===== config.mk =====
export PLATFORM = sky130hd
export DESIGN_NAME = yuv_to_rgb32_horizontal_scaler_top
export DESIGN_NICKNAME = d
export VERILOG_FILES = /design/src/yrs_pkg.sv /design/src/yrs_ctrl.sv /design/src/yrs_datapath.sv /design/src/yuv_to_rgb32_horizontal_scaler_top.sv
export SDC_FILE = /design/constraint.sdc
export NUM_CORES = 2
export LEC_CHECK = 0
export ABC_AREA = 1
export ABC_CLOCK_PERIOD_IN_PS = 4800
export BUFFER_PORTS_ARGS = -buffer_cell sky130_fd_sc_hd__buf_2
export CORE_ASPECT_RATIO = 1.75
export CORE_MARGIN = 2
export CORE_UTILIZATION = 46
export DETAILED_ROUTE_END_ITERATION = 16
export GPL_ROUTABILITY_DRIVEN = 0
export PLACE_DENSITY = 0.69
export SLEW_MARGIN = 20
export SYNTH_ARGS = -nofsm -noshare
export SYNTH_HDL_FRONTEND = slang
export SYNTH_SLANG_ARGS = --single-unit
export TNS_END_PERCENT = 20

===== constraint.sdc =====
create_clock -name clk -period 4.8 [get_ports clk]
set_input_delay 0.24 -clock clk [delete_from_list [all_inputs] [get_ports clk]]
set_output_delay 0.24 -clock clk [all_outputs]
set_load 0.05 [all_outputs]

===== src/yrs_pkg.sv =====
`timescale 1ns / 1ps

package yrs_pkg;

  // Fixed field widths
  localparam int LUMA_W    = 8;
  localparam int CHROMA_W  = 8;
  localparam int COLOR_W   = 8;
  localparam int COEF_W    = 16;
  localparam int STEP_W    = 21;
  localparam int FRAC_W    = 16;
  localparam int CFG_W     = 21;
  localparam int CFG_IDX_W = 3;

  // Default replication limit
  localparam int MAX_UPSCALE_DEF = 16;

  // Configuration register indexes
  localparam logic [CFG_IDX_W-1:0] REG_X_STEP     = 3'd0;
  localparam logic [CFG_IDX_W-1:0] REG_LUMA_GAIN  = 3'd1;
  localparam logic [CFG_IDX_W-1:0] REG_U_TO_BLUE  = 3'd2;
  localparam logic [CFG_IDX_W-1:0] REG_U_TO_GREEN = 3'd3;
  localparam logic [CFG_IDX_W-1:0] REG_V_TO_GREEN = 3'd4;
  localparam logic [CFG_IDX_W-1:0] REG_V_TO_RED   = 3'd5;

  // Register reset values
  localparam logic [STEP_W-1:0]        X_STEP_RST     = 21'h010000;
  localparam logic signed [COEF_W-1:0] LUMA_GAIN_RST  = 16'sd9535;
  localparam logic signed [COEF_W-1:0] U_TO_BLUE_RST  = 16'sd16531;
  localparam logic signed [COEF_W-1:0] U_TO_GREEN_RST = -16'sd3203;
  localparam logic signed [COEF_W-1:0] V_TO_GREEN_RST = -16'sd6660;
  localparam logic signed [COEF_W-1:0] V_TO_RED_RST   = 16'sd13074;

  // Sequencer states
  typedef enum logic [1:0] {
    ST_IDLE,
    ST_MUL,
    ST_SUM,
    ST_EMIT
  } state_t;

  // Controller to datapath commands
  typedef struct packed {
    logic load;
    logic mul_en;
    logic sum_en;
    logic emit_step;
  } cmd_t;

  // Datapath to controller status
  typedef struct packed {
    logic cnt_zero;
    logic cnt_last;
  } dp_flag_t;

endpackage


===== src/yrs_ctrl.sv =====
`timescale 1ns / 1ps

module yrs_ctrl (
  input  logic              clk,
  input  logic              rst_n,
  input  logic              in_valid,
  output logic              in_ready,
  output logic              out_valid,
  input  logic              out_ready,
  input  yrs_pkg::dp_flag_t status,
  output yrs_pkg::cmd_t     cmd
);

  yrs_pkg::state_t state_r, state_nxt;

  // Next state
  always_comb begin
    state_nxt = state_r;
    case (state_r)
      yrs_pkg::ST_IDLE: begin
        if (in_valid) state_nxt = yrs_pkg::ST_MUL;
      end
      yrs_pkg::ST_MUL: begin
        state_nxt = yrs_pkg::ST_SUM;
      end
      yrs_pkg::ST_SUM: begin
        // no copies for this pixel: done at once
        state_nxt = status.cnt_zero ? yrs_pkg::ST_IDLE : yrs_pkg::ST_EMIT;
      end
      yrs_pkg::ST_EMIT: begin
        if (out_ready && status.cnt_last) state_nxt = yrs_pkg::ST_IDLE;
      end
      default: begin
        state_nxt = yrs_pkg::ST_IDLE;
      end
    endcase
  end

  // Outputs
  always_comb begin
    in_ready      = 1'b0;
    out_valid     = 1'b0;
    cmd.load      = 1'b0;
    cmd.mul_en    = 1'b0;
    cmd.sum_en    = 1'b0;
    cmd.emit_step = 1'b0;
    case (state_r)
      yrs_pkg::ST_IDLE: begin
        in_ready = 1'b1;
        cmd.load = in_valid;
      end
      yrs_pkg::ST_MUL: begin
        cmd.mul_en = 1'b1;
      end
      yrs_pkg::ST_SUM: begin
        cmd.sum_en = 1'b1;
      end
      yrs_pkg::ST_EMIT: begin
        out_valid     = 1'b1;
        cmd.emit_step = out_ready;
      end
      default: begin
        in_ready = 1'b0;
      end
    endcase
  end

  always_ff @(posedge clk) begin
    if (!rst_n) begin
      state_r <= yrs_pkg::ST_IDLE;
    end else begin
      state_r <= state_nxt;
    end
  end

endmodule


===== src/yrs_datapath.sv =====
`timescale 1ns / 1ps

module yrs_datapath #(
  parameter int MAX_UPSCALE = yrs_pkg::MAX_UPSCALE_DEF
) (
  input  logic                            clk,
  input  logic                            rst_n,
  input  logic                            cfg_we,
  input  logic [yrs_pkg::CFG_IDX_W-1:0]   cfg_index,
  input  logic [yrs_pkg::CFG_W-1:0]       cfg_data,
  input  logic [yrs_pkg::LUMA_W-1:0]      in_luma,
  input  logic [yrs_pkg::CHROMA_W-1:0]    in_chroma_u,
  input  logic [yrs_pkg::CHROMA_W-1:0]    in_chroma_v,
  input  logic                            in_row_start,
  input  yrs_pkg::cmd_t                   cmd,
  output yrs_pkg::dp_flag_t               status,
  output logic [yrs_pkg::COLOR_W-1:0]     out_red,
  output logic [yrs_pkg::COLOR_W-1:0]     out_green,
  output logic [yrs_pkg::COLOR_W-1:0]     out_blue,
  output logic                            out_last_copy
);

  localparam int FW   = yrs_pkg::FRAC_W;
  localparam int CW   = $clog2(MAX_UPSCALE + 1);
  localparam int AW   = FW + CW;
  localparam int CMPW = (yrs_pkg::STEP_W > AW) ? yrs_pkg::STEP_W : AW;
  localparam int OPW  = 12;                   // scaled luma / chroma operand
  localparam int PW   = OPW + yrs_pkg::COEF_W; // full product
  localparam int SW   = OPW + 2;              // sum before clamping
  localparam logic [CMPW-1:0] STEP_LIMIT = CMPW'(MAX_UPSCALE) << FW;

  // Configuration registers
  logic [yrs_pkg::STEP_W-1:0]        x_step_r;
  logic signed [yrs_pkg::COEF_W-1:0] luma_gain_r, u_to_blue_r, u_to_green_r;
  logic signed [yrs_pkg::COEF_W-1:0] v_to_green_r, v_to_red_r;

  // Control state
  logic [FW-1:0] xacc_r, xacc_nxt;
  logic [CW-1:0] cnt_r, cnt_nxt;

  // Operand, product and color registers
  logic signed [OPW-1:0] ya_r, ua_r, va_r;
  logic signed [OPW-1:0] ya_nxt, ua_nxt, va_nxt;
  logic signed [OPW-1:0] yp_r, ub_r, ug_r, vg_r, vr_r;
  logic signed [OPW-1:0] yp_nxt, ub_nxt, ug_nxt, vg_nxt, vr_nxt;
  logic [yrs_pkg::COLOR_W-1:0] red_r, green_r, blue_r;
  logic [yrs_pkg::COLOR_W-1:0] red_nxt, green_nxt, blue_nxt;

  logic [CMPW-1:0]         step_ext, step_lim;
  logic [AW-1:0]           acc;
  logic [yrs_pkg::LUMA_W-1:0]   y_off;
  logic [yrs_pkg::CHROMA_W-1:0] u_off, v_off;
  logic signed [PW-1:0]    p_y, p_ub, p_ug, p_vg, p_vr;
  logic signed [OPW:0]     g_chroma;
  logic signed [SW-1:0]    r_sum, g_sum, b_sum;

  function automatic logic [yrs_pkg::COLOR_W-1:0] clamp_u8(input logic signed [SW-1:0] v);
    logic [yrs_pkg::COLOR_W-1:0] res;
    if (v < 0) res = '0;
    else if (v > SW'(255)) res = '1;
    else res = v[yrs_pkg::COLOR_W-1:0];
    return res;
  endfunction

  // Horizontal accumulator: new position and copy count
  always_comb begin
    step_ext = CMPW'(x_step_r);
    step_lim = (step_ext > STEP_LIMIT) ? STEP_LIMIT : step_ext;
    acc      = AW'(in_row_start ? '0 : xacc_r) + AW'(step_lim);
  end

  // Operand scaling: luma offset with floor at zero, chroma recentered, all times 8
  always_comb begin
    y_off  = (in_luma > 8'd16) ? (in_luma - 8'd16) : '0;
    u_off  = {~in_chroma_u[7], in_chroma_u[6:0]};
    v_off  = {~in_chroma_v[7], in_chroma_v[6:0]};
    ya_nxt = {1'b0, y_off, 3'b000};
    ua_nxt = {u_off[7], u_off, 3'b000};
    va_nxt = {v_off[7], v_off, 3'b000};
  end

  // Products, high half (floor of product / 65536)
  always_comb begin
    p_y    = ya_r * luma_gain_r;
    p_ub   = ua_r * u_to_blue_r;
    p_ug   = ua_r * u_to_green_r;
    p_vg   = va_r * v_to_green_r;
    p_vr   = va_r * v_to_red_r;
    yp_nxt = p_y[PW-1:FW];
    ub_nxt = p_ub[PW-1:FW];
    ug_nxt = p_ug[PW-1:FW];
    vg_nxt = p_vg[PW-1:FW];
    vr_nxt = p_vr[PW-1:FW];
  end

  // Sums and clamp; terms are small enough that 16-bit saturation never bites
  always_comb begin
    g_chroma  = {ug_r[OPW-1], ug_r} + {vg_r[OPW-1], vg_r};
    r_sum     = {{2{yp_r[OPW-1]}}, yp_r} + {{2{vr_r[OPW-1]}}, vr_r};
    b_sum     = {{2{yp_r[OPW-1]}}, yp_r} + {{2{ub_r[OPW-1]}}, ub_r};
    g_sum     = {{2{yp_r[OPW-1]}}, yp_r} + {g_chroma[OPW], g_chroma};
    red_nxt   = clamp_u8(r_sum);
    green_nxt = clamp_u8(g_sum);
    blue_nxt  = clamp_u8(b_sum);
  end

  // Accumulator and copy counter next values
  always_comb begin
    xacc_nxt = xacc_r;
    cnt_nxt  = cnt_r;
    if (cmd.load) begin
      xacc_nxt = acc[FW-1:0];
      cnt_nxt  = acc[AW-1:FW];
    end else if (cmd.emit_step) begin
      cnt_nxt = cnt_r - CW'(1);
    end
  end

  // Control registers
  always_ff @(posedge clk) begin
    if (!rst_n) begin
      x_step_r     <= yrs_pkg::X_STEP_RST;
      luma_gain_r  <= yrs_pkg::LUMA_GAIN_RST;
      u_to_blue_r  <= yrs_pkg::U_TO_BLUE_RST;
      u_to_green_r <= yrs_pkg::U_TO_GREEN_RST;
      v_to_green_r <= yrs_pkg::V_TO_GREEN_RST;
      v_to_red_r   <= yrs_pkg::V_TO_RED_RST;
      xacc_r       <= '0;
      cnt_r        <= '0;
    end else begin
      xacc_r <= xacc_nxt;
      cnt_r  <= cnt_nxt;
      if (cfg_we) begin
        case (cfg_index)
          yrs_pkg::REG_X_STEP:     x_step_r     <= cfg_data[yrs_pkg::STEP_W-1:0];
          yrs_pkg::REG_LUMA_GAIN:  luma_gain_r  <= cfg_data[yrs_pkg::COEF_W-1:0];
          yrs_pkg::REG_U_TO_BLUE:  u_to_blue_r  <= cfg_data[yrs_pkg::COEF_W-1:0];
          yrs_pkg::REG_U_TO_GREEN: u_to_green_r <= cfg_data[yrs_pkg::COEF_W-1:0];
          yrs_pkg::REG_V_TO_GREEN: v_to_green_r <= cfg_data[yrs_pkg::COEF_W-1:0];
          yrs_pkg::REG_V_TO_RED:   v_to_red_r   <= cfg_data[yrs_pkg::COEF_W-1:0];
          default: ;
        endcase
      end
    end
  end

  // Payload registers
  always_ff @(posedge clk) begin
    if (cmd.load) begin
      ya_r <= ya_nxt;
      ua_r <= ua_nxt;
      va_r <= va_nxt;
    end
    if (cmd.mul_en) begin
      yp_r <= yp_nxt;
      ub_r <= ub_nxt;
      ug_r <= ug_nxt;
      vg_r <= vg_nxt;
      vr_r <= vr_nxt;
    end
    if (cmd.sum_en) begin
      red_r   <= red_nxt;
      green_r <= green_nxt;
      blue_r  <= blue_nxt;
    end
  end

  assign status.cnt_zero = (cnt_r == '0);
  assign status.cnt_last = (cnt_r == CW'(1));

  assign out_red       = red_r;
  assign out_green     = green_r;
  assign out_blue      = blue_r;
  assign out_last_copy = status.cnt_last;

endmodule


===== src/yuv_to_rgb32_horizontal_scaler_top.sv =====
// Sequencing: after the input transaction the sequencer runs the multiply state, then the
// sum/clamp state, then emits n copies (n = 0..MAX_UPSCALE), one copy per cycle while out_ready
// is high; a new input is accepted only after the last copy, back in the idle state.
// Reset (rst_n, synchronous): sequencer to idle, accumulator cleared,
// configuration registers to their default values.
`timescale 1ns / 1ps

module yuv_to_rgb32_horizontal_scaler_top #(
  parameter int MAX_UPSCALE = yrs_pkg::MAX_UPSCALE_DEF
) (
  input  logic                            clk,
  input  logic                            rst_n,
  input  logic                            cfg_we,
  input  logic [yrs_pkg::CFG_IDX_W-1:0]   cfg_index,
  input  logic [yrs_pkg::CFG_W-1:0]       cfg_data,
  input  logic                            in_valid,
  output logic                            in_ready,
  input  logic [yrs_pkg::LUMA_W-1:0]      in_luma,
  input  logic [yrs_pkg::CHROMA_W-1:0]    in_chroma_u,
  input  logic [yrs_pkg::CHROMA_W-1:0]    in_chroma_v,
  input  logic                            in_row_start,
  output logic                            out_valid,
  input  logic                            out_ready,
  output logic [yrs_pkg::COLOR_W-1:0]     out_red,
  output logic [yrs_pkg::COLOR_W-1:0]     out_green,
  output logic [yrs_pkg::COLOR_W-1:0]     out_blue,
  output logic                            out_last_copy
);

  yrs_pkg::cmd_t     cmd;
  yrs_pkg::dp_flag_t status;

  yrs_ctrl u_ctrl (
    .clk       (clk),
    .rst_n     (rst_n),
    .in_valid  (in_valid),
    .in_ready  (in_ready),
    .out_valid (out_valid),
    .out_ready (out_ready),
    .status    (status),
    .cmd       (cmd)
  );

  yrs_datapath #(
    .MAX_UPSCALE (MAX_UPSCALE)
  ) u_datapath (
    .clk           (clk),
    .rst_n         (rst_n),
    .cfg_we        (cfg_we),
    .cfg_index     (cfg_index),
    .cfg_data      (cfg_data),
    .in_luma       (in_luma),
    .in_chroma_u   (in_chroma_u),
    .in_chroma_v   (in_chroma_v),
    .in_row_start  (in_row_start),
    .cmd           (cmd),
    .status        (status),
    .out_red       (out_red),
    .out_green     (out_green),
    .out_blue      (out_blue),
    .out_last_copy (out_last_copy)
  );

endmodule


==> summary.log <==
qor: setup_path.critical_path.startpoint_type flip-flop
qor: cells_and_area.highest_count_cells_in_the_layout_ignoring_fill_and_taps 1253 x sky130_fd_sc_hd__inv_1, 1020 x sky130_fd_sc_hd__nand2_1, 507 x sky130_fd_sc_hd__fa_1
qor: clock_network.clk_transition_reported_paths 0.08 ns
qor: synthesis.synth_fp_nets 5408
qor: detailed_routing.drt_iter0_drc 1339
qor: cells_and_area.finish.cell_count_without_fillers 5566
qor: detailed_routing.vias_per_cell 5.06
qor: pwr.static-leakage-power 21.5 nW
qor: setup_path.depth_of_the_most_critical_reg_to_reg_path 15
qor: setup_path.cp_data_required_time 5.16 ns
qor: setup_path.timing.critical_path.mode_cell sky130_fd_sc_hd__fa_1
qor: floorplanning.core_area 74000 um^2
qor: sta.finClkSkew 0.0268 ns
qor: setup_path.crit_path_cell_trace buf_12 -> nand2_1 -> inv_1 -> fa_1 -> inv_1 -> fa_1 -> fa_1 -> fa_1 -> inv_1 -> ha_1 -> a21oi_1 -> o21ai_0 -> a221oi_2 -> nand3_1 -> xor2_1
qor: cells_and_area.layout.cells.most_common sky130_fd_sc_hd__inv_1
qor: floorplanning.die_width 211 um
qor: pwr.powerDensity 635 nW/um^2
qor: synthesis.ys_types 45
qor: global_routing.grt_overflow 0
qor: job.max_cap_viol_count 0
qor: global_routing.grt_util_met3 2.71%
qor: synthesis.post_synth_mux_area_share 0%
qor: synthesis.synth-warning-count 0
qor: sta.max_slew.worst_pin.slew 1.07 ns
qor: global_routing.grtUsageTotal 24.4%
qor: cells_and_area.area_growth 8.79%
qor: setup_path.path_max_fanout 31
qor: sta.layout_min_cycle_time 4.67 ns
qor: global_routing.first_global_vias 30100
qor: floorplanning.die_area 77200 um^2
qor: detailed_routing.dr.pass1.iters 6
qor: global_routing.groute.layer.met1.usage 25.0%
qor: synthesis.synth-compound-area-share 6.63%
qor: synthesis.synth-adder-area-share 40.0%
qor: clock_network.clock_buffers_created_by_tritoncts 27
qor: placement.dpl-instance-area 36100 um^2
qor: synthesis.synth_seq_cells 228
qor: setup_path.critical_path.max_stage_delay 0.57 ns
qor: clock_network.h-tree-depth 1
qor: synthesis.main_combinational_cell_family_by_area_after_synthesis adder cells
qor: floorplanning.io-pin-count 81
qor: synthesis.xor_xnor_share_of_the_synthesized_area 3.23%
qor: sta.fmax 0.214 GHz
qor: outcome.status complete, no violations
qor: setup_path.timing.rr.start u_datapath.va_r[5]
qor: setup_path.worstSetupPathType reg2reg
qor: sta.final.period_utilization 97.3%
qor: cells_and_area.post-route-util 50.6%
qor: setup_path.worst_endpoint_data_arrival_time 5.03 ns
qor: global_routing.grt_busiest_layer met2
qor: global_routing.number_of_antenna_violations_at_the_first_check_in_global_routing 1
qor: clock_network.cts.sinks 228
qor: detailed_routing.drc 0
qor: sta.slew_viol_final 0
qor: synthesis.ys_async_sr_fraction 0%
qor: synthesis.synth-main-ff-cell sky130_fd_sc_hd__dfxtp_1
qor: setup_path.timing.rr.end u_datapath.vg_r[8]
qor: clock_network.cts_buffer_depth 3
qor: sta.report.final.setup_viol 0
qor: global_routing.global_route_wire_length_before_repair 149 mm
qor: synthesis.post_synth_instance_area 34400 um^2
qor: pwr.vdd.ir_drop.worst 0.412 mV
qor: setup_path.critical_path.endpoint u_datapath.vg_r[8]
qor: sta.final_hold_viol_count 0
qor: synthesis.simple_logic_cell_fraction_of_the_synthesized_area 18.1%
qor: floorplanning.number_of_cell_rows 132
qor: min_path.hold_path_class in2reg
qor: global_routing.global_route.usage.met2 46.3%
qor: setup_path.setup.worst_path.start u_datapath.va_r[5]
qor: floorplanning.initial_utilization 46.5%
qor: cells_and_area.drive_above_1_share 6.23%
qor: synthesis.count_of_flip_flops_with_a_built_in_enable_after_synthesis 104
qor: synthesis.postSynthAreaPerCell 7.56 um^2
qor: synthesis.postSynthCellCount 4558
qor: placement.port-buffer-count 80
qor: detailed_routing.antenna_violating_nets_left 0
qor: sta.grt_setup_unrepaired true
qor: setup_path.critPathBufInv 4
qor: global_routing.grt_max_degree 84
qor: detailed_routing.detailed_route_wl 91.5 mm
qor: sta.slew-limit-headroom 28.2%
qor: cells_and_area.finalInstanceArea 37500 um^2
qor: setup_path.crit_family adder cells
qor: floorplanning.die_y 366 um
qor: clock_network.cts_root_buf sky130_fd_sc_hd__clkbuf_16
qor: placement.placedCellCount 5477
qor: synthesis.seq_area_frac_synth 16.3%
qor: detailed_routing.route.vias.total 28200
qor: placement.dp.final_hpwl 73.6 mm
qor: clock_network.tritoncts yes
qor: setup_path.timing.critical_path.to_type flip-flop
qor: clock_network.worstSkewPairLatency 0.61 ns
qor: setup_path.worstSetupPathDepth 15
qor: detailed_routing.avgRoutedWirePerCell 16.4 um
qor: sta.worst_hold_slack 0.0339 ns
qor: setup_path.critical-path-slowest-cell sky130_fd_sc_hd__fa_1
qor: cells_and_area.final_nets 5454
qor: placement.place_ws 0.0549 ns
qor: setup_path.worst-r2r-setup-slack 0.13 ns
qor: sta.setup_slack_of_the_critical_path_after_layout 0.129 ns
-- kinds of logic (layout without fill, tap and decap cells) --
group / count (synthesis) / after routing
xor gates and xnor gates: 127 / 127
adders and majority gates: 796 / 796
other: 0 / 3
DFF: 228 / 228
AOI/OAI and AO/OA: 423 / 423
buffers and inverters: 1433 / 1500
and+or+nand+nor: 1551 / 1551
-- worst register-to-register path, stage by stage, from the launching register on --
cell	delay (ns)
sky130_fd_sc_hd__edfxtp_1	0.42
sky130_fd_sc_hd__buf_12	0.20
sky130_fd_sc_hd__nand2_1	0.11
sky130_fd_sc_hd__inv_1	0.06
sky130_fd_sc_hd__fa_1	0.53
sky130_fd_sc_hd__inv_1	0.06
sky130_fd_sc_hd__fa_1	0.57
sky130_fd_sc_hd__fa_1	0.44
sky130_fd_sc_hd__fa_1	0.50
sky130_fd_sc_hd__inv_1	0.04
sky130_fd_sc_hd__ha_1	0.33
sky130_fd_sc_hd__a21oi_1	0.35
sky130_fd_sc_hd__o21ai_0	0.21
sky130_fd_sc_hd__a221oi_2	0.26
sky130_fd_sc_hd__nand3_1	0.19
sky130_fd_sc_hd__xor2_1	0.18
-- cell type report --
class,instances,area [um^2]
multi-input combinational,2897,23600
tap,938,1170
timing repair buffer,190,1490
inverter,1260,4730
antenna,3,7.51
sequential,228,5610
fill,7164,36500
clock inverter,15,109
clock buffer,35,768
-- timing repair --
action / 4_1_cts / 5_1_grt
endpoints found under the setup margin: 0 / 22
buffers inserted: 0 / 10
hold buffers: 26 / 0
hold endpoints to repair: 34 / 0
resized for setup: 0 / 39
-- flip-flops by register name, summed over array words and instances, names as in the netlist, 5 cells and up --
| signal | flops |
|---|---|
| u_datapath.u_to_green_r | 16 |
| u_datapath.luma_gain_r | 16 |
| u_datapath.out_red | 8 |
| u_datapath.ub_r | 11 |
| u_datapath.xacc_r | 16 |
| u_datapath.out_blue | 8 |
| u_datapath.ua_r | 8 |
| u_datapath.vg_r | 11 |
| u_datapath.cnt_r | 5 |
| u_datapath.va_r | 8 |
| u_datapath.ya_r | 8 |
| u_datapath.yp_r | 12 |
| u_datapath.out_green | 8 |
| u_datapath.u_to_blue_r | 16 |
| u_datapath.v_to_green_r | 16 |
| u_datapath.vr_r | 11 |
| u_datapath.step_ext | 21 |
| u_datapath.ug_r | 11 |
| u_datapath.v_to_red_r | 16 |
-- through the flow --
step                      setup TNS [ns]  power, mW
final                                  0       23.8
after global routing              -0.349       26.5
after CTS                              0       23.5
after detailed placement               0       21.2
after global placement                 0       20.9
after floorplan                        0       16.6
-- synth_stat cells, types with 4 or more instances --
master                     instances  area (um^2)
sky130_fd_sc_hd__nand4_1          17          106
sky130_fd_sc_hd__ha_1            286         3580
sky130_fd_sc_hd__o21ai_0         136          681
sky130_fd_sc_hd__a21o_1           18          135
sky130_fd_sc_hd__nand3b_1          4         30.0
sky130_fd_sc_hd__fa_1            510        10200
sky130_fd_sc_hd__inv_1          1255         4710
sky130_fd_sc_hd__a21oi_1         210         1050
sky130_fd_sc_hd__a31oi_1           8         50.1
sky130_fd_sc_hd__nor2_2            5         31.3
sky130_fd_sc_hd__nand2_1        1023         3840
sky130_fd_sc_hd__clkbuf_1        161          604
sky130_fd_sc_hd__nand3_1         127          636
sky130_fd_sc_hd__edfxtp_1        104         3120
sky130_fd_sc_hd__xor2_1           82          718
sky130_fd_sc_hd__o21bai_1         12         90.1
sky130_fd_sc_hd__nand2_2           5         31.3
sky130_fd_sc_hd__inv_2             4         15.0
sky130_fd_sc_hd__nor2_1          298         1120
sky130_fd_sc_hd__xnor2_1          45          394
sky130_fd_sc_hd__nor4_1           10         62.6
sky130_fd_sc_hd__buf_2             6         30.0
sky130_fd_sc_hd__dfxtp_1         124         2480
sky130_fd_sc_hd__a211oi_1          7         52.6
sky130_fd_sc_hd__o211ai_1          8         60.1
sky130_fd_sc_hd__o21ai_1          10         50.1
sky130_fd_sc_hd__o21a_1            8         60.1
sky130_fd_sc_hd__nor3_1           27          135
sky130_fd_sc_hd__or2_2            20          125
-- layer usage --
layer / wire length [um] / share of wire [%] / vias to the layer above
met5: 0 / 0 / -
met4: 6290 / 6.9 / 0
met3: 4100 / 4.5 / 324
met2: 48300 / 53 / 766
met1: 32800 / 36 / 13600
li1: - / - / 13500
-- how the worst min path moves through the flow --
stage / start / slack (ns) / cells past startpoint / endpoint
floorplan: in_chroma_u[0] / 0.34 / 0 / u_datapath.ua_r[3]
CTS: in_luma[2] / 0.01 / 3 / u_datapath.ya_r[5]
detailed placement: in_chroma_v[4] / 0.42 / 1 / u_datapath.va_r[7]
finish: in_luma[2] / 0.03 / 3 / u_datapath.ya_r[5]
global route: in_luma[2] / 0.03 / 3 / u_datapath.ya_r[5]
global placement: in_chroma_v[4] / 0.42 / 1 / u_datapath.va_r[7]
-- power breakdown --
group	leakage (nW)	switching [mW]	internal, mW
logic	19.1	11.5	6.80
registers	1.98	0.344	2.98
clock network	0.437	0.989	1.14
No activity file was read; power rests on OpenSTA's default activity.
